**config.mk**
```make
export PLATFORM = sky130hd
export DESIGN_NAME = dpbht_ram
export DESIGN_NICKNAME = d
export VERILOG_FILES = /design/src/rtl/dpbht_ram.sv
export SDC_FILE = /design/constraint.sdc
export NUM_CORES = 2
export LEC_CHECK = 0
export ABC_CLOCK_PERIOD_IN_PS = 3000
export BUFFER_PORTS_ARGS = -buffer_cell sky130_fd_sc_hd__buf_2
export CAP_MARGIN = 20
export CORE_ASPECT_RATIO = 0.8
export CORE_MARGIN = 2
export CORE_UTILIZATION = 30
export CTS_CLUSTER_DIAMETER = 40
export CTS_CLUSTER_SIZE = 30
export DETAILED_ROUTE_END_ITERATION = 10
export SETUP_SLACK_MARGIN = 0.15
export SLEW_MARGIN = 40
export SYNTH_ARGS = -nofsm -noshare
export SYNTH_HDL_FRONTEND = slang
export SYNTH_SLANG_ARGS = --single-unit
```
**constraint.sdc**
```tcl
create_clock -name clk -period 3 [get_ports clk]
set_input_delay 0.3 -clock clk [delete_from_list [all_inputs] [get_ports clk]]
set_output_delay 0.3 -clock clk [all_outputs]
set_load 0.005 [all_outputs]
```
**src/rtl/dpbht_ram.sv**
```systemverilog
`timescale 1ns / 1ps
// ----------------------------------------------------------------------------
// dpbht_ram
// Generic single-write, single-read synchronous RAM with registered read.
// ----------------------------------------------------------------------------
module dpbht_ram #(
  parameter int WIDTH = 8,
  parameter int DEPTH = 256
) (
  input  logic                     clk,
  input  logic                     wr_en,
  input  logic [$clog2(DEPTH)-1:0] wr_addr,
  input  logic [WIDTH-1:0]         wr_data,
  input  logic                     rd_en,
  input  logic [$clog2(DEPTH)-1:0] rd_addr,
  output logic [WIDTH-1:0]         rd_data
);

  logic [WIDTH-1:0] mem [DEPTH];
  logic [WIDTH-1:0] rd_data_r;

  // write port
  always_ff @(posedge clk) begin
    if (wr_en) begin
      mem[wr_addr] <= wr_data;
    end
  end

  // registered read port
  always_ff @(posedge clk) begin
    if (rd_en) begin
      rd_data_r <= mem[rd_addr];
    end
  end

  assign rd_data = rd_data_r;

endmodule

```
==> metrics.cfg <==
[die]
die_area_sq_um = 269600
top_level_ports = 35
core-area_sq_um = 264500
placement_rows = 169
initial_core_util_pct = 30.11
fp.dieW_um = 580.0
chipHeight_um = 464.8

[drt]
post-route-drc-count = 0
detailedRoute.firstPassIterationCount = 6
drt-total-wl_um = 210800
post_drt_via_cell_ratio = 5.184
routedWlPerCell_um = 26.69
dr.first_iter.drc_count = 5591
postRouteAntennaNets = 0
num_vias = 40945

[cells_and_area]
synthToLayoutAreaGrowth_pct = 17.46
fin_nets = 4291
multi_input_area_sq_um = 16500
layout-drive-gt1-share_pct = 30.69
finalInstanceArea_sq_um = 93540
total_of_fill_cells_in_the_finished_design = 24178
area.sequential_sq_um = 61740

[logic_synthesis]
synth_flop_cell = sky130_fd_sc_hd__edfxtp_1
syn_avg_cell_area_sq_um = 21.33
synth_area_sq_um = 79640
synthesized_net_count = 3760
yosysMostFrequentCell = sky130_fd_sc_hd__edfxtp_1
synth_sequential_area_ratio_pct = 77.53
synth.yosys.warnings = 0
synthDistinctLibCells = 54
synth_top_cell_by_area = sky130_fd_sc_hd__edfxtp_1
synth_commonest_cells = sky130_fd_sc_hd__edfxtp_1 (2,056), sky130_fd_sc_hd__mux4_2 (454), sky130_fd_sc_hd__nor2_1 (282)
post-synth-top-area-fraction_pct = 77.53
synth_cells = 3733
synth_top_cells_by_area = sky130_fd_sc_hd__edfxtp_1 (78%), sky130_fd_sc_hd__mux4_2 (13%), sky130_fd_sc_hd__mux2i_1 (1.7%), sky130_fd_sc_hd__nor2_1 (1.3%), sky130_fd_sc_hd__a22oi_1 (1.3%)
share_of_flip_flops_with_an_asynchronous_set_or_reset_pct = 0
synth-edff-count = 2056
synth_seq_cells = 2056

[flow_run]
max_cap_violations = 0

[clock_network]
ctsRootBufferMaster = sky130_fd_sc_hd__clkbuf_16
clock_sink_count = 2056
cts_htree_levels = 4
clk_transition_reported_paths_ns = 0.08
cts_made_buffers = 164
worstSkewPairLatency_ns = 0.83
cts_setup_buffers = 0
clock_tree.buffer_depth = 4
cts_tree = built

[setup_path]
crit_family = multiplexers
arrival_time_worst_endpoint_ns = 3.34
critical_path.endpoint_type = register
crit_buf_inv = 1
critical_path_slowest_stage_cell = sky130_fd_sc_hd__nor4_1
critical_path.max_stage_delay_ns = 0.63
critical_path.max_fanout = 1
path_common_cell = sky130_fd_sc_hd__mux4_2
setup.worst_path.class = register to register
cp_cell_sequence = mux4_2, mux4_2, nor2b_1, nor4_1, buf_4, nor4_2
timing.critical_path.from_type = register
worst_ep_required_time_ns = 3.59

[global_route]
grt.overflow.total = 0
antenna_found_initial = 22
grt_start_max_net_pins = 117
vias_in_the_first_global_route = 40206
grtUsageTotal_pct = 15.33
first_pass_grt_wire_length_um = 300700

[pwr]
p_leak_nw = 29.31
ir_worst_vdd_uv = 414.4
powerDensity_nw_per_um2 = 617.9

[place]
finalWeightedCongestion = 0.8456
placed_area_sq_um = 87750
post-dp-hpwl_um = 136000
io_buffers = 34
pre_cts_ws_ns = -0.4575

[run_status]
status = completed

[timing]
timing.slew.headroom_pct = 40.02
finalHoldViolations = 0
final.min_clock_period_ns = 2.744
number_of_max_slew_violations_in_the_final_report = 0
rsz0062_at_grt = no
setup_ws_ns = 0.2555
fmax_mhz = 364.4
finalClockSkew_ns = 0.05308
setup-violations-final = 0
final.setup.tns_ns = 0
fin_crit_sh_pct = 91.48
worst_slew_pin_slew_ns = 0.8915

[hold_path]
holdCritPathClass = primary input to register

-- metrics by stage --
step                      cells  power, mW  hold slack [ns]  utilization, %
final                      7899      57.80          0.08783           35.36
after global routing       7897      59.45          0.08288           35.36
after CTS                  7895      58.25          0.01305           35.35
after detailed placement   7593      35.54           0.6879           33.17
after global placement     7593      35.51           0.6894           33.17
after floorplan            3733      33.85           0.3989               -
-- cell type report --
type	instances	share of cell area, %
repair buffers	598	5.593
clock buffers	170	4.457
well taps	3505	4.688
diodes	2	0.005350
multi-input cells	1442	17.64
flip-flops and latches	2056	66.00
inverters	2	0.008026
clock inverters	124	1.602
-- sequential cells by signal, summed over array words and instances, names as in the netlist --
signal and flops:
mem 2048, rd_data 8
-- kinds of logic after synthesis --
logic type | after synthesis | share of synthesized area, %
buffers and inverters | 235 | 1.829
DFF | 2056 | 77.53
muxes | 591 | 14.60
and+or+nand+nor | 466 | 2.625
AOI/OAI and AO/OA | 385 | 3.416
-- report_power, final --
part | switching (mW) | leakage, nW | total (mW) | internal, mW
registers | 0.0383 | 18.5 | 31.7 | 31.6
logic | 2.01 | 8.09 | 3.23 | 1.22
clock network | 11.5 | 2.73 | 22.9 | 11.4
total | 13.5 | 29.3 | 57.8 | 44.3
-- metal layers --
layer	track usage [%]	part of all wire (%)	routed length, um	vias to the layer above
met5	0	0.010	21	-
met4	3.086	1.9	4013	4
met3	3.654	10	20980	262
met2	22.82	45	93960	1909
met1	22.76	44	91870	21985
li1	-	-	-	16785
-- timing repair --
| action | 4_1_cts | 5_1_grt |
|---|---|---|
| gates resized for setup | 0 | 0 |
| endpoints found under the setup margin | 0 | 0 |
| hold buffers | 8 | 1 |
| endpoints found under the hold margin | 221 | 35 |
-- cells in the final DEF, fill, tap and decap left out, types with 25 or more instances in the layout --
cell type,n
sky130_fd_sc_hd__nand3_1,34
sky130_fd_sc_hd__o221ai_1,46
sky130_fd_sc_hd__buf_12,56
sky130_fd_sc_hd__mux4_2,454
sky130_fd_sc_hd__a21oi_1,96
sky130_fd_sc_hd__nand2_1,33
sky130_fd_sc_hd__nor2_1,277
sky130_fd_sc_hd__clkbuf_16,166
sky130_fd_sc_hd__o22ai_1,28
sky130_fd_sc_hd__a22oi_1,133
sky130_fd_sc_hd__nor2b_1,28
sky130_fd_sc_hd__buf_4,501
sky130_fd_sc_hd__edfxtp_1,2056
sky130_fd_sc_hd__mux2i_1,134
sky130_fd_sc_hd__clkinv_8,25
sky130_fd_sc_hd__inv_6,27
-- path summary, 6_finish.rpt --
path              startpoint           to  slack [ns]  cells after the start
setup / recovery  mem[67][2]   rd_data[2]        0.26                      6
hold / removal    wr_addr[1]  mem[163][3]        0.09                      3
setup reg to reg  mem[67][2]   rd_data[2]        0.26                      6
hold reg to reg   mem[52][0]   rd_data[0]        1.25                      7
-- worst register-to-register path, stage by stage (launching register included) --
cell                       delay, ns
sky130_fd_sc_hd__edfxtp_1       0.35
sky130_fd_sc_hd__mux4_2         0.56
sky130_fd_sc_hd__mux4_2         0.47
sky130_fd_sc_hd__nor2b_1        0.19
sky130_fd_sc_hd__nor4_1         0.63
sky130_fd_sc_hd__buf_4          0.25
sky130_fd_sc_hd__nor4_2         0.05
Power figures use the tool's default switching activity.
