--- src/rtl/dpbht_pkg.sv ---
`timescale 1ns / 1ps
// ----------------------------------------------------------------------------
// dpbht_pkg
// Shared types and constants of the depth-preferred bucket hash table.
// ----------------------------------------------------------------------------
package dpbht_pkg;

  // field widths
  localparam int KEY_W   = 64;
  localparam int DEPTH_W = 8;
  localparam int SCORE_W = 32;
  localparam int BOUND_W = 2;
  localparam int MOVE_W  = 16;
  localparam int WAY_W   = 4;
  localparam int FUNC_W  = 2;

  // default geometry
  localparam int BUCKETS_DEF = 1024;
  localparam int WAYS_DEF    = 4;

  // stream payload widths
  localparam int IN_DATA_W  = 128;
  localparam int OUT_DATA_W = 64;
  localparam int OUT_USER_W = 2;

  // one stored way
  typedef struct packed {
    logic [MOVE_W-1:0]         mv;
    logic [BOUND_W-1:0]        bound;
    logic signed [SCORE_W-1:0] score;
    logic [DEPTH_W-1:0]        depth;
    logic [KEY_W-1:0]          key;
  } entry_t;

  localparam int ENTRY_W = $bits(entry_t);

  // operation codes
  typedef enum logic [FUNC_W-1:0] {
    OP_PROBE = 2'd0,
    OP_STORE = 2'd1,
    OP_CLEAR = 2'd2
  } op_t;

  // controller states
  typedef enum logic [1:0] {
    ST_IDLE,
    ST_LOOK,
    ST_CLEAR
  } state_t;

  // way selection result
  typedef struct packed {
    logic             hit;
    logic             keep;
    logic [WAY_W-1:0] way;
  } sel_t;

endpackage

--- src/rtl/dpbht_way_sel.sv ---
`timescale 1ns / 1ps
// ----------------------------------------------------------------------------
// dpbht_way_sel
// Compares a bucket row against a key and picks the way to report or write:
// first matching way, else first way of least depth.
// ----------------------------------------------------------------------------
module dpbht_way_sel #(
  parameter int WAYS = dpbht_pkg::WAYS_DEF
) (
  input  dpbht_pkg::entry_t [WAYS-1:0]   row,
  input  logic [dpbht_pkg::KEY_W-1:0]    key,
  input  logic [dpbht_pkg::DEPTH_W-1:0]  depth,
  output dpbht_pkg::sel_t                sel
);

  import dpbht_pkg::*;

  logic [WAYS-1:0]    match;
  logic [WAYS-1:0]    is_min;
  logic               hit;
  logic [WAY_W-1:0]   hit_way;
  logic [WAY_W-1:0]   min_way;
  logic [DEPTH_W-1:0] hit_depth;

  // per-way key compare and least-depth flags
  always_comb begin
    match  = '0;
    is_min = '1;
    for (int i = 0; i < WAYS; i++) begin
      match[i] = (row[i].key == key);
      for (int j = 0; j < WAYS; j++) begin
        if (row[j].depth < row[i].depth) begin
          is_min[i] = 1'b0;
        end
      end
    end
  end

  // lowest-index priority over both flag sets
  always_comb begin
    hit       = 1'b0;
    hit_way   = '0;
    hit_depth = '0;
    min_way   = '0;
    for (int i = WAYS - 1; i >= 0; i--) begin
      if (match[i]) begin
        hit       = 1'b1;
        hit_way   = WAY_W'(i);
        hit_depth = row[i].depth;
      end
      if (is_min[i]) begin
        min_way = WAY_W'(i);
      end
    end
  end

  // deeper stored result is kept
  always_comb begin
    sel.hit  = hit;
    sel.keep = hit && (depth < hit_depth);
    sel.way  = hit ? hit_way : min_way;
  end

endmodule

--- config.mk ---
export PLATFORM = sky130hd
export DESIGN_NAME = dpbht_way_sel
export DESIGN_NICKNAME = d
export VERILOG_FILES = /design/src/rtl/dpbht_pkg.sv /design/src/rtl/dpbht_way_sel.sv
export SDC_FILE = /design/constraint.sdc
export NUM_CORES = 1
export LEC_CHECK = 0
export BUFFER_PORTS_ARGS = -buffer_cell sky130_fd_sc_hd__buf_2
export CORE_AREA = 2 2 222 224
export DETAILED_ROUTE_END_ITERATION = 6
export DIE_AREA = 0 0 224 226
export PLACE_DENSITY = 0.34
export SETUP_SLACK_MARGIN = 0.3
export SLEW_MARGIN = 20
export SYNTH_ARGS = -nofsm -noshare
export SYNTH_HDL_FRONTEND = slang
export SYNTH_SLANG_ARGS = --single-unit
export TNS_END_PERCENT = 10
--- constraint.sdc ---
create_clock -name vclk -period 4.8
set_clock_uncertainty 0.05 [all_clocks]
set_input_delay 0.72 -clock vclk [all_inputs]
set_output_delay 0.72 -clock vclk [all_outputs]
set_load 0.05 [all_outputs]
==> results of run 1 <==
[how the worst max path moves through the flow]
stage,end,from,slack [ns]
2_1_floorplan,sel[0],row[435],0.36
3_3_place_gp,sel[4],key[29],-1.08
3_5_place_dp,sel[4],key[29],-1.05
4_1_cts,sel[4],row[260],-0.54
5_1_grt,sel[4],row[251],-0.63
6_report,sel[4],row[260],-0.39
[cell type report]
type | instances | area, um^2
fill | 5540 | 39700
multi-input combinational | 518 | 4650
timing repair buffer | 501 | 3120
tap | 622 | 778
inverter | 27 | 101
antenna | 8 | 20.0
[through the flow]
step / cells / setup TNS [ns]
floorplan: 552 / 0
global placement: 1665 / -1.08
detailed placement: 1665 / -1.05
CTS: 1666 / -0.539
global route: 1669 / -0.627
finish: 1676 / -0.394
[routing by layer]
metal	vias up	GRT usage [%]	wire length, um
met4	6	1.66	671
met5	-	0	43
met1	2733	17.8	16100
met2	264	23.5	16500
li1	2968	-	-
met3	28	2.58	2460
[cell usage after synthesis, types with 6 or more instances]
master and instances:
nand4_1 46, a21oi_1 14, o21ai_0 14, a22oi_1 7, inv_1 27, a21o_1 13
mux2i_1 14, nor2b_1 7, ha_1 55, nor2_1 6, nor4_1 48, xor2_1 168
xnor2_1 88
[what timing repair did]
| item | in CTS | in global routing |
|---|---|---|
| endpoints found under the setup margin | 2 | 1 |
| hold buffers | 0 | 0 |
| gates resized for setup | 41 | 41 |
| pin swaps | 22 | 23 |
| buffers inserted | 1 | 2 |
| gates cloned | 0 | 0 |
[layout by cell type, fill, tap and decap left out, drive strengths merged]
| cell | synthesis | final |
|---|---|---|
| buf | 6 | 501 |
| xor2 | 168 | 168 |
| xnor2 | 88 | 88 |
| ha | 55 | 55 |
| nor4 | 49 | 49 |
| nand4 | 46 | 46 |
| inv | 27 | 27 |
| o21ai | 14 | 14 |
| a21oi | 14 | 14 |
| mux2i | 14 | 14 |
| a21o | 13 | 13 |
| diode | 0 | 8 |
| nor2b | 7 | 7 |
| a22oi | 7 | 7 |
| nor2 | 6 | 6 |
| nand2b | 5 | 5 |
| or2 | 5 | 5 |
| nand2 | 4 | 4 |
| and3 | 3 | 3 |
| o21a | 2 | 2 |
| a211o | 2 | 2 |
| conb | 1 | 2 |
| a221oi | 2 | 2 |
| nand3 | 2 | 2 |
| nor3 | 1 | 1 |
| a211oi | 1 | 1 |
| o211ai | 1 | 1 |
| a41oi | 1 | 1 |
| a222oi | 1 | 1 |
| and2b | 1 | 1 |
| o41ai | 1 | 1 |
| a21boi | 1 | 1 |
| or3 | 1 | 1 |
| o2111a | 1 | 1 |
[power groups by stage]
stage / logic, mW / registers (mW) / clock network, mW
CTS: 0.747 / 0 / 0
global route: 0.823 / 0 / 0.0000000278
finish: 0.753 / 0 / 0.000000189
global placement: 0.717 / 0 / 0
detailed placement: 0.721 / 0 / 0
floorplan: 0.265 / 0 / 0
[cells by family after synthesis]
family / synth area share, %
compound gates: 9.20
xor+xnor: 50.6
fa+ha+maj: 15.5
buf+inv: 3.42
mux: 3.16
other cells: 0.0846
simple gates: 18.0
[critical path: cells and delay by family]
kind                       cells  cell delay, ns
AOI/OAI and AO/OA              3            0.66
xor gates and xnor gates       1            0.16
adders and majority gates      1            0.30
buffers and inverters          5            0.74
muxes                          2            0.36
and+or+nand+nor                8            1.46
==> results.md, run 1 <==
| Group | Result | Value |
| --- | --- | --- |
| outcome | Run status | finished with violations |
| outcome | Failing checks | setup timing |
| min path | Terminating pin of the worst hold path | sel[4] |
| cells and area | Area grow syn2layout | 95.6% |
| timing | Final setup viols | 1 |
| synthesis | Mean instance size in the synthesized netlist | 8.05 um^2 |
| die | Top-level I/O count | 566 |
| worst setup path | Ordered list of cells on the worst path | buf_8 > xor2_2 > nor4_2 > buf_4 > nand4_1 > nor4_2 > buf_4 > and2b_1 > buf_12 > a22oi_2 > mux2i_1 > mux2i_1 > ha_1 > nand2_2 > nor2_4 > and3_4 > and3_4 > a221oi_4 > o2111a_2 > buf_12 |
| worst setup path | Element type at the critical path start | primary input |
| place | Half-perimeter wire length after detailed placement | 34.0 mm |
| routing | First-pass DRT Iterations | 4 |
| pwr | Portion of total power attributed to sequential cells | 0% |
| pwr | Comb pwr share | 100.0% |
| pwr | Internal power | 0.368 mW |
| grt | Number of antenna violations at the first check in global routing | 11 |
| timing | Setup repair after global routing missed its margin | true |
| synthesis | Dominant cell type by area after synthesis | xor2_1 |
| timing | Slew @ Worst Pin | 0.570 ns |
| min path | HP Start | depth[0] |
| cells and area | Share of cells above drive strength 1 | 52.3% |
| pwr | Total net switching power | 0.385 mW |
| routing | Via count | 5999 |
| grt | Pin count of the biggest net entering global routing | 11 |
| routing | Remaining routing DRC violations | 0 |
| cells and area | FF+latch count | 0 |
| cells and area | Total Nets Final | 1663 |
| routing | Violation count after the first detailed-routing iteration | 213 |
| synthesis | Sequential element share of the synthesized area | 0% |
| die | Die span in x | 224 um |
| worst setup path | Data arrival time of the critical path | 4.42 ns |
| routing | WL per Instance | 21.3 um |
| worst setup path | Worst path required time | 4.03 ns |
| synthesis | Cell Area, Synth | 4430 um^2 |
| place | Last weighted congestion value of the routability-driven placer | 0.870 |
| grt | GR Util All Layers | 13.6% |
| routing | Count of antenna-violating nets left after detailed routing | 0 |
| min path | WHS Path Cells | 4 |
| place | # port buffers | 364 |
| pwr | Switching Fraction | 51.2% |
| timing | Shortest period the worst path allows | 5.19 ns |
| die | Core ar. | 48300 um^2 |
| routing | Total detailed-routing wirelength | 35.8 mm |
| timing | Final Hold Violating Endpoints | 0 |
| timing | Worst slew margin | 61.5% |
| synthesis | Yosys warnings | 0 |
| grt | First-pass GRT wire length | 47.7 mm |
| worst setup path | CP endpoint kind | output port |
| timing | Achievable Freq | 193 MHz |
| die | FP Rows | 81 |
| pwr | Clock network power share | 0% |
| timing | Final worst path period share | 108% |
| synthesis | Synth area leaders | xor2_1 33%, xnor2_1 17%, ha_1 16% |
| timing | Fin Hold WS | 2.00 ns |
| die | Effective utilization at floorplan | 9.17% |
| pwr | Static leakage power | 4.17 nW |
| synthesis | Count of different cell masters after synthesis | 40 |
| die | Die extent in y | 226 um |
| place | Pre-CTS setup slack | -1.05 ns |
| min path | Hold/Removal Path Class | primary input to output port |
| pwr | Peak supply drop | 0.0351 mV |
| synthesis | Number of cells produced by synthesis | 551 |
| timing | Worst path setup slack after routing | -0.394 ns |
| grt | Vias in the first global route | 6488 |
| routing | Post-detailed-route via-to-cell ratio | 3.58 |
| worst setup path | Kind of critical path | primary input to output port |
| grt | Total gr overflow | 0 |
| timing | Max Slew Vio Count | 0 |
| worst setup path | Maximum net fanout on the critical path | 7 |
| cells and area | Fraction of the core area covered by cells at the end of the flow | 17.9% |
| die | Floorplan die area | 50600 um^2 |
| pwr | Overall power of the completed layout | 0.753 mW |
| flow run | Max-capacitance violation count | 0 |
| cells and area | Area occupied by registers | 0 um^2 |
| synthesis | Yosys top cell area share | 33.2% |
| pwr | Power per Cell Area | 86.8 nW/um^2 |
| cells and area | Count of clock-net buffers in the final layout | 0 |
| cells and area | Area of all placed cells without fillers | 8670 um^2 |
| place | DP Area | 8150 um^2 |
| worst setup path | Slowest stage cell, crit path | nor4_2 |
| worst setup path | Slowest Stage Delay on Critical Path | 0.32 ns |
No activity file was read; power rests on OpenSTA's default activity.
==> run 2: changes to the inputs <==
CORE_AREA = 4 4 218 220   (was 2 2 222 224)
DIE_AREA = 0 0 222 224   (was 0 0 224 226)
PLACE_DENSITY = 0.36   (was 0.34)
clock period = 5.3 ns   (was 4.8 ns; I/O delays follow)
==> run 2 against run 1 <==
- the flow still finishes with violations (setup timing)
- non-clock buffer count shrank 11
- worst setup slack gained 0.24 ns
- first-iteration DRC count shrank 18%
- die area shrank 1.8%
- global-route usage shrank 0.11 points
- clock-buffer cell count is the same
- final area shrank 4.4%
- critical path depth shrank 3
- utilization grew 0.37 points
- wire length shrank 0.97%
- critical path type unchanged
- critical endpoint unchanged
==> results.md, run 2 (synthesis results as in run 1) <==
| Group | Result | Value | Change |
| --- | --- | --- | --- |
| cells and area | Area of the multi-input gates | 4500 um^2 | -3.3% |
| routing | Count of antenna-violating nets left after detailed routing | 0 | unchanged |
| die | Die span in x | 222 um | -0.89% |
| place | # port buffers | 364 | unchanged |
| worst setup path | Ordered list of cells on the worst path | buf_2 > buf_4 > xor2_1 > nor4_1 > buf_4 > nand4_1 > or3_1 > buf_4 > buf_4 > mux2i_1 > mux2i_1 > ha_1 > and3_4 > and3_4 > a221oi_4 > o2111a_2 > buf_12 |  |
| worst setup path | CP endpoint kind | output port |  |
| worst setup path | Slowest stage cell, crit path | nor4_1 |  |
| worst setup path | Maximum net fanout on the critical path | 6 | -1 |
| worst setup path | Cell repeated most along the worst path | buf_4 |  |
| grt | Number of antenna violations at the first check in global routing | 9 | -2 |
| pwr | Comb pwr share | 100.0% | about the same |
| worst setup path | Kind of cell adding the most delay to the critical path | simple AND/OR/NAND/NOR gates |  |
| place | Pre-CTS setup slack | -0.876 ns | +0.174 ns |
| pwr | Portion of total power attributed to sequential cells | 0% | unchanged |
| timing | Worst path setup slack after routing | -0.157 ns | +0.237 ns |
| outcome | Run status | finished with violations |  |
| cells and area | Total Nets Final | 1652 | -0.66% |
| flow run | Max-capacitance violation count | 0 | unchanged |
| timing | Final-layout setup total negative slack | -0.157 ns | +0.237 ns |
| pwr | Internal power | 0.313 mW | -15% |
| grt | Pin count of the biggest net entering global routing | 11 | unchanged |
| timing | Final Hold Violating Endpoints | 0 | unchanged |
| worst setup path | Worst path required time | 4.45 ns | +0.42 ns |
| worst setup path | Kind of critical path | primary input to output port |  |
| pwr | Static leakage power | 4.04 nW | -3.1% |
| grt | Total gr overflow | 0 | unchanged |
| grt | GR Util All Layers | 13.5% | -0.11 points |
| timing | Shortest period the worst path allows | 5.46 ns |  |
| routing | Via count | 5870 | -2.2% |
| place | Half-perimeter wire length after detailed placement | 33.5 mm | -1.4% |
| pwr | Total net switching power | 0.332 mW | -14% |
| timing | Final worst path period share | 103% |  |
| outcome | Failing checks | setup timing |  |
| worst setup path | Buffers & Inverters on Critical Path | 6 | +1 |
| die | Core ar. | 45300 um^2 | -6.3% |
| pwr | Peak supply drop | 0.0269 mV | -23% |
| cells and area | Filler Cell Count | 5203 | -6.1% |
| routing | Violation count after the first detailed-routing iteration | 174 | -18% |
| timing | Max Slew Vio Count | 0 | unchanged |
| die | Effective utilization at floorplan | 9.79% | +0.62 points |
| timing | Setup repair after global routing missed its margin | true |  |
| timing | Achievable Freq | 183 MHz |  |
| worst setup path | Slowest Stage Delay on Critical Path | 0.64 ns | +0.32 ns |
| grt | Vias in the first global route | 6435 | -0.82% |
| routing | Post-detailed-route via-to-cell ratio | 3.58 | +0.12% |
| routing | WL per Instance | 21.6 um | +1.3% |
| routing | First-pass DRT Iterations | 6 | +2 |
| cells and area | Area occupied by registers | 0 um^2 | unchanged |
| cells and area | Count of clock-net buffers in the final layout | 0 | unchanged |
| timing | Worst slew margin | 52.7% | -8.8 points |
| cells and area | Share of cells above drive strength 1 | 50.6% | -1.7 points |
| die | Floorplan die area | 49700 um^2 | -1.8% |
| grt | First-pass GRT wire length | 47.8 mm | +0.27% |
| timing | Slew @ Worst Pin | 0.703 ns | +0.133 ns |
| place | Last weighted congestion value of the routability-driven placer | 0.864 | -0.68% |
| worst setup path | Data arrival time of the critical path | 4.61 ns | +0.19 ns |
| die | Die extent in y | 224 um | -0.88% |
| pwr | Switching Fraction | 51.5% | +0.36 points |
| die | Top-level I/O count | 566 | unchanged |
| min path | Hold/Removal Path Class | primary input to output port |  |
| pwr | Clock network power share | 0% | unchanged |
| cells and area | Final Non-Filler Cells | 1638 | -2.3% |
| timing | Final setup viols | 1 | unchanged |
| die | FP Rows | 78 | -3.7% |
| worst setup path | Element type at the critical path start | primary input |  |
| cells and area | Most frequent cells in the layout | 355 x buf_2, 163 x xor2_1, 118 x buf_4, 88 x xnor2_1, 55 x ha_1 |  |
| routing | Total detailed-routing wirelength | 35.4 mm | -0.97% |
| cells and area | Area grow syn2layout | 87.0% |  |
| cells and area | Most common library cell in the layout ignoring fill and taps | buf_2 |  |
| routing | Remaining routing DRC violations | 0 | unchanged |
| place | Number of cells in the design after placement | 1632 | -2.0% |
| pwr | Power per Cell Area | 77.8 nW/um^2 | -10% |
| cells and area | FF+latch count | 0 | unchanged |
run 2: cell type report:
type,count,share of cell area (%)
multi-input cells,518,54.3
well taps,600,9.06
diodes,3,0.0906
inverters,27,1.22
repair buffers,490,35.3
run 2: worst paths after layout:
| path | start | to | slack (ns) | cells past startpoint |
|---|---|---|---|---|
| worst max-delay path | key[50] | sel[4] | -0.16 | 17 |
| worst min-delay path | depth[7] | sel[4] | 2.13 | 5 |
run 2: power groups by stage:
| stage | logic [mW] | clock network, mW | registers [mW] |
|---|---|---|---|
| 2_1_floorplan | 0.240 | 0 | 0 |
| 3_3_place_gp | 0.630 | 0 | 0 |
| 3_5_place_dp | 0.633 | 0 | 0 |
| 4_1_cts | 0.654 | 0 | 0 |
| 5_1_grt | 0.712 | 0 | 0 |
| 6_report | 0.645 | 0.0000000765 | 0 |
run 2: repair_timing:
item | CTS | global route
gates resized for setup | 32 | 22
buffers inserted | 1 | 2
hold buffers | 0 | 0
endpoints found under the setup margin | 1 | 1
pin swaps | 17 | 17
run 2: through the flow:
step | utilization, % | power [mW] | area (um^2) | hold WS, ns
2_1_floorplan | - | 0.240 | 4440 | 1.91
3_3_place_gp | 17.6 | 0.630 | 7970 | 2.17
3_5_place_dp | 17.6 | 0.633 | 7970 | 2.15
4_1_cts | 18.0 | 0.654 | 8150 | 2.14
5_1_grt | 18.3 | 0.712 | 8280 | 2.15
6_report | 18.3 | 0.645 | 8290 | 2.13
run 2: tightest hold or removal path, cell delays in order:
cell and delay (ns):
buf_2 0.08, ha_1 0.14, a21oi_1 0.04, o2111a_2 0.17, buf_12 0.15
run 2: routing by layer:
metal  GRT usage, %  vias up  wire, um
met3           2.80       35      2310
li1               -     2946         -
met5              0        -        82
met4           2.40       12       845
met2           22.4      271     15900
met1           18.2     2606     16200
==> run 3: changes to the inputs <==
CORE_AREA = 4 4 216 218   (was 4 4 218 220)
DIE_AREA = 0 0 220 222   (was 0 0 222 224)
==> run 3 against run 2 <==
- the flow still finishes with violations (setup timing)
- sequential share of layout area is the same
- first-iteration DRC count grew 30%
- wire length grew 2.0%
- power grew 1.6%
- critical path type unchanged
- highest routed layer unchanged
==> results.md, run 3 (synthesis results as in run 1) <==
| Group | Result | Value | Change |
| --- | --- | --- | --- |
| routing | Total detailed-routing wirelength | 36.1 mm | +2.0% |
| worst setup path | Element type at the critical path start | primary input |  |
| cells and area | Most frequent cells in the layout | 349 x buf_2, 161 x xor2_1, 114 x buf_4, 88 x xnor2_1, 55 x ha_1 |  |
| pwr | Switching Fraction | 51.9% | +0.34 points |
| cells and area | Most common library cell in the layout ignoring fill and taps | buf_2 |  |
| timing | Final-layout setup total negative slack | -0.0687 ns | +0.0881 ns |
| cells and area | Area of the multi-input gates | 4570 um^2 | +1.4% |
| timing | Final worst path period share | 101% | -1.7 points |
| worst setup path | CP endpoint kind | output port |  |
| die | FP Rows | 78 | unchanged |
| grt | Vias in the first global route | 6342 | -1.4% |
| cells and area | Share of cells above drive strength 1 | 51.3% | +0.68 points |
| cells and area | Area occupied by registers | 0 um^2 | unchanged |
| timing | Shortest period the worst path allows | 5.37 ns | -0.0881 ns |
| worst setup path | Worst path required time | 4.45 ns | about the same |
| pwr | Overall power of the completed layout | 0.655 mW | +1.6% |
| worst setup path | Data arrival time of the critical path | 4.52 ns | -0.09 ns |
| grt | Total gr overflow | 0 | unchanged |
| outcome | Run status | finished with violations |  |
| timing | Fin Hold WS | 2.04 ns | -0.0896 ns |
| min path | Terminating pin of the worst hold path | sel[4] |  |
| pwr | Clock network power share | 0% | unchanged |
| clock network | Hold bufs inserted after CTS | 0 | unchanged |
| place | Half-perimeter wire length after detailed placement | 34.0 mm | +1.5% |
| pwr | Static leakage power | 4.06 nW | +0.41% |
| worst setup path | Kind of critical path | primary input to output port |  |
| cells and area | Filler Cell Count | 5197 | -0.12% |
| routing | WL per Instance | 22.1 um | +2.3% |
| die | Die span in x | 220 um | -0.90% |
| timing | Max Slew Vio Count | 0 | unchanged |
| cells and area | Count of clock-net buffers in the final layout | 0 | unchanged |
| cells and area | Total Nets Final | 1648 | -0.24% |
| pwr | Internal power | 0.316 mW | +0.88% |
| die | Die extent in y | 222 um | -0.89% |
| min path | WHS Path Cells | 4 | -1 |
| die | Floorplan die area | 48800 um^2 | -1.8% |
| die | Effective utilization at floorplan | 9.87% | +0.085 points |
| min path | HP Start | depth[0] |  |
| routing | Violation count after the first detailed-routing iteration | 227 | +30% |
| pwr | Total net switching power | 0.340 mW | +2.3% |
| place | Number of cells in the design after placement | 1621 | -0.67% |
| pwr | Power per Cell Area | 78.3 nW/um^2 | +0.68% |
| timing | Achievable Freq | 186 MHz | +1.6% |
| pwr | Comb pwr share | 100.0% | about the same |
| routing | First-pass DRT Iterations | 4 | -2 |
| timing | Worst path setup slack after routing | -0.0687 ns | +0.0881 ns |
| routing | Count of antenna-violating nets left after detailed routing | 0 | unchanged |
| timing | Setup repair after global routing missed its margin | true |  |
| pwr | Portion of total power attributed to sequential cells | 0% | unchanged |
| die | Top-level I/O count | 566 | unchanged |
| place | # port buffers | 364 | unchanged |
| cells and area | Final Non-Filler Cells | 1633 | -0.31% |
| timing | Final setup viols | 1 | unchanged |
| grt | Pin count of the biggest net entering global routing | 11 | unchanged |
| worst setup path | Maximum net fanout on the critical path | 5 | -1 |
| timing | Final Hold Violating Endpoints | 0 | unchanged |
| pwr | Peak supply drop | 0.0293 mV | +8.7% |
| die | Core ar. | 44900 um^2 | -0.86% |
| routing | Post-detailed-route via-to-cell ratio | 3.62 | +1.1% |
| timing | Slew @ Worst Pin | 0.547 ns | -0.156 ns |
| grt | GR Util All Layers | 14.0% | +0.52 points |
| timing | Worst slew margin | 63.2% | +11 points |
| grt | Number of antenna violations at the first check in global routing | 19 | +10 |
| cells and area | Area grow syn2layout | 88.7% |  |
| routing | Via count | 5914 | +0.75% |
| cells and area | FF+latch count | 0 | unchanged |
| grt | First-pass GRT wire length | 47.6 mm | -0.29% |
| place | Pre-CTS setup slack | -0.627 ns | +0.248 ns |
| place | Last weighted congestion value of the routability-driven placer | 0.859 | -0.58% |
| min path | Hold/Removal Path Class | primary input to output port |  |
| flow run | Max-capacitance violation count | 0 | unchanged |
| outcome | Failing checks | setup timing |  |
| routing | Remaining routing DRC violations | 0 | unchanged |
[run 3: changes by cell type in the layout (fill, tap and decap cells not counted), sizes merged]
cell / delta
buf: -6
clkbuf: +2
diode: -1
[run 3: power by group through the flow]
stage | logic (mW) | clock network [mW] | registers, mW
2_1_floorplan | 0.240 | 0 | 0
3_3_place_gp | 0.630 | 0 | 0
3_5_place_dp | 0.632 | 0 | 0
4_1_cts | 0.660 | 0 | 0
5_1_grt | 0.722 | 0.0000000252 | 0
6_report | 0.655 | 0.0000000253 | 0
[run 3: repair_timing]
action	4_1_cts	5_1_grt
resized for setup	49	24
setup endpoints to repair	1	1
buffers inserted	4	5
cloned	1	0
pin swaps	30	16
[run 3: final cells by class]
class | instances | area share (%)
Multi-Input combinational cell | 518 | 54.6
Inverter | 27 | 1.21
Timing Repair Buffer | 486 | 35.2
Tap cell | 600 | 8.97
Antenna cell | 2 | 0.0598
[run 3: worst max path at each step]
| stage | endpoint | startpoint |
|---|---|---|
| 2_1_floorplan | sel[0] | row[435] |
| 3_3_place_gp | sel[4] | key[60] |
| 3_5_place_dp | sel[4] | key[60] |
| 4_1_cts | sel[4] | row[301] |
| 5_1_grt | sel[4] | key[40] |
| 6_report | sel[4] | row[301] |
[run 3: per-stage QoR]
step / cell area [um^2] / util (%)
floorplan: 4440 / -
global placement: 7890 / 17.6
detailed placement: 7890 / 17.6
CTS: 8210 / 18.3
global route: 8360 / 18.6
finish: 8370 / 18.6
[run 3: routing by layer]
metal	vias up	global-route usage, %	part of all wire (%)
met2	303	23.1	45
li1	2935	-	-
met4	10	2.74	2.7
met1	2622	18.9	45
met3	44	2.81	7.9
met5	-	0	0.14
[run 3: worst max-delay path: stages]
cell and delay [ns]:
buf_6 0.10, xor2_2 0.18, nor4_4 0.42, buf_4 0.21
nand4_1 0.13, nor4_2 0.27, buf_4 0.18, and2b_4 0.22
buf_12 0.13, a22oi_1 0.16, mux2i_1 0.10, mux2i_1 0.29
ha_1 0.30, and3_4 0.19, and3_4 0.17, a221oi_4 0.26
o2111a_2 0.26, buf_12 0.14
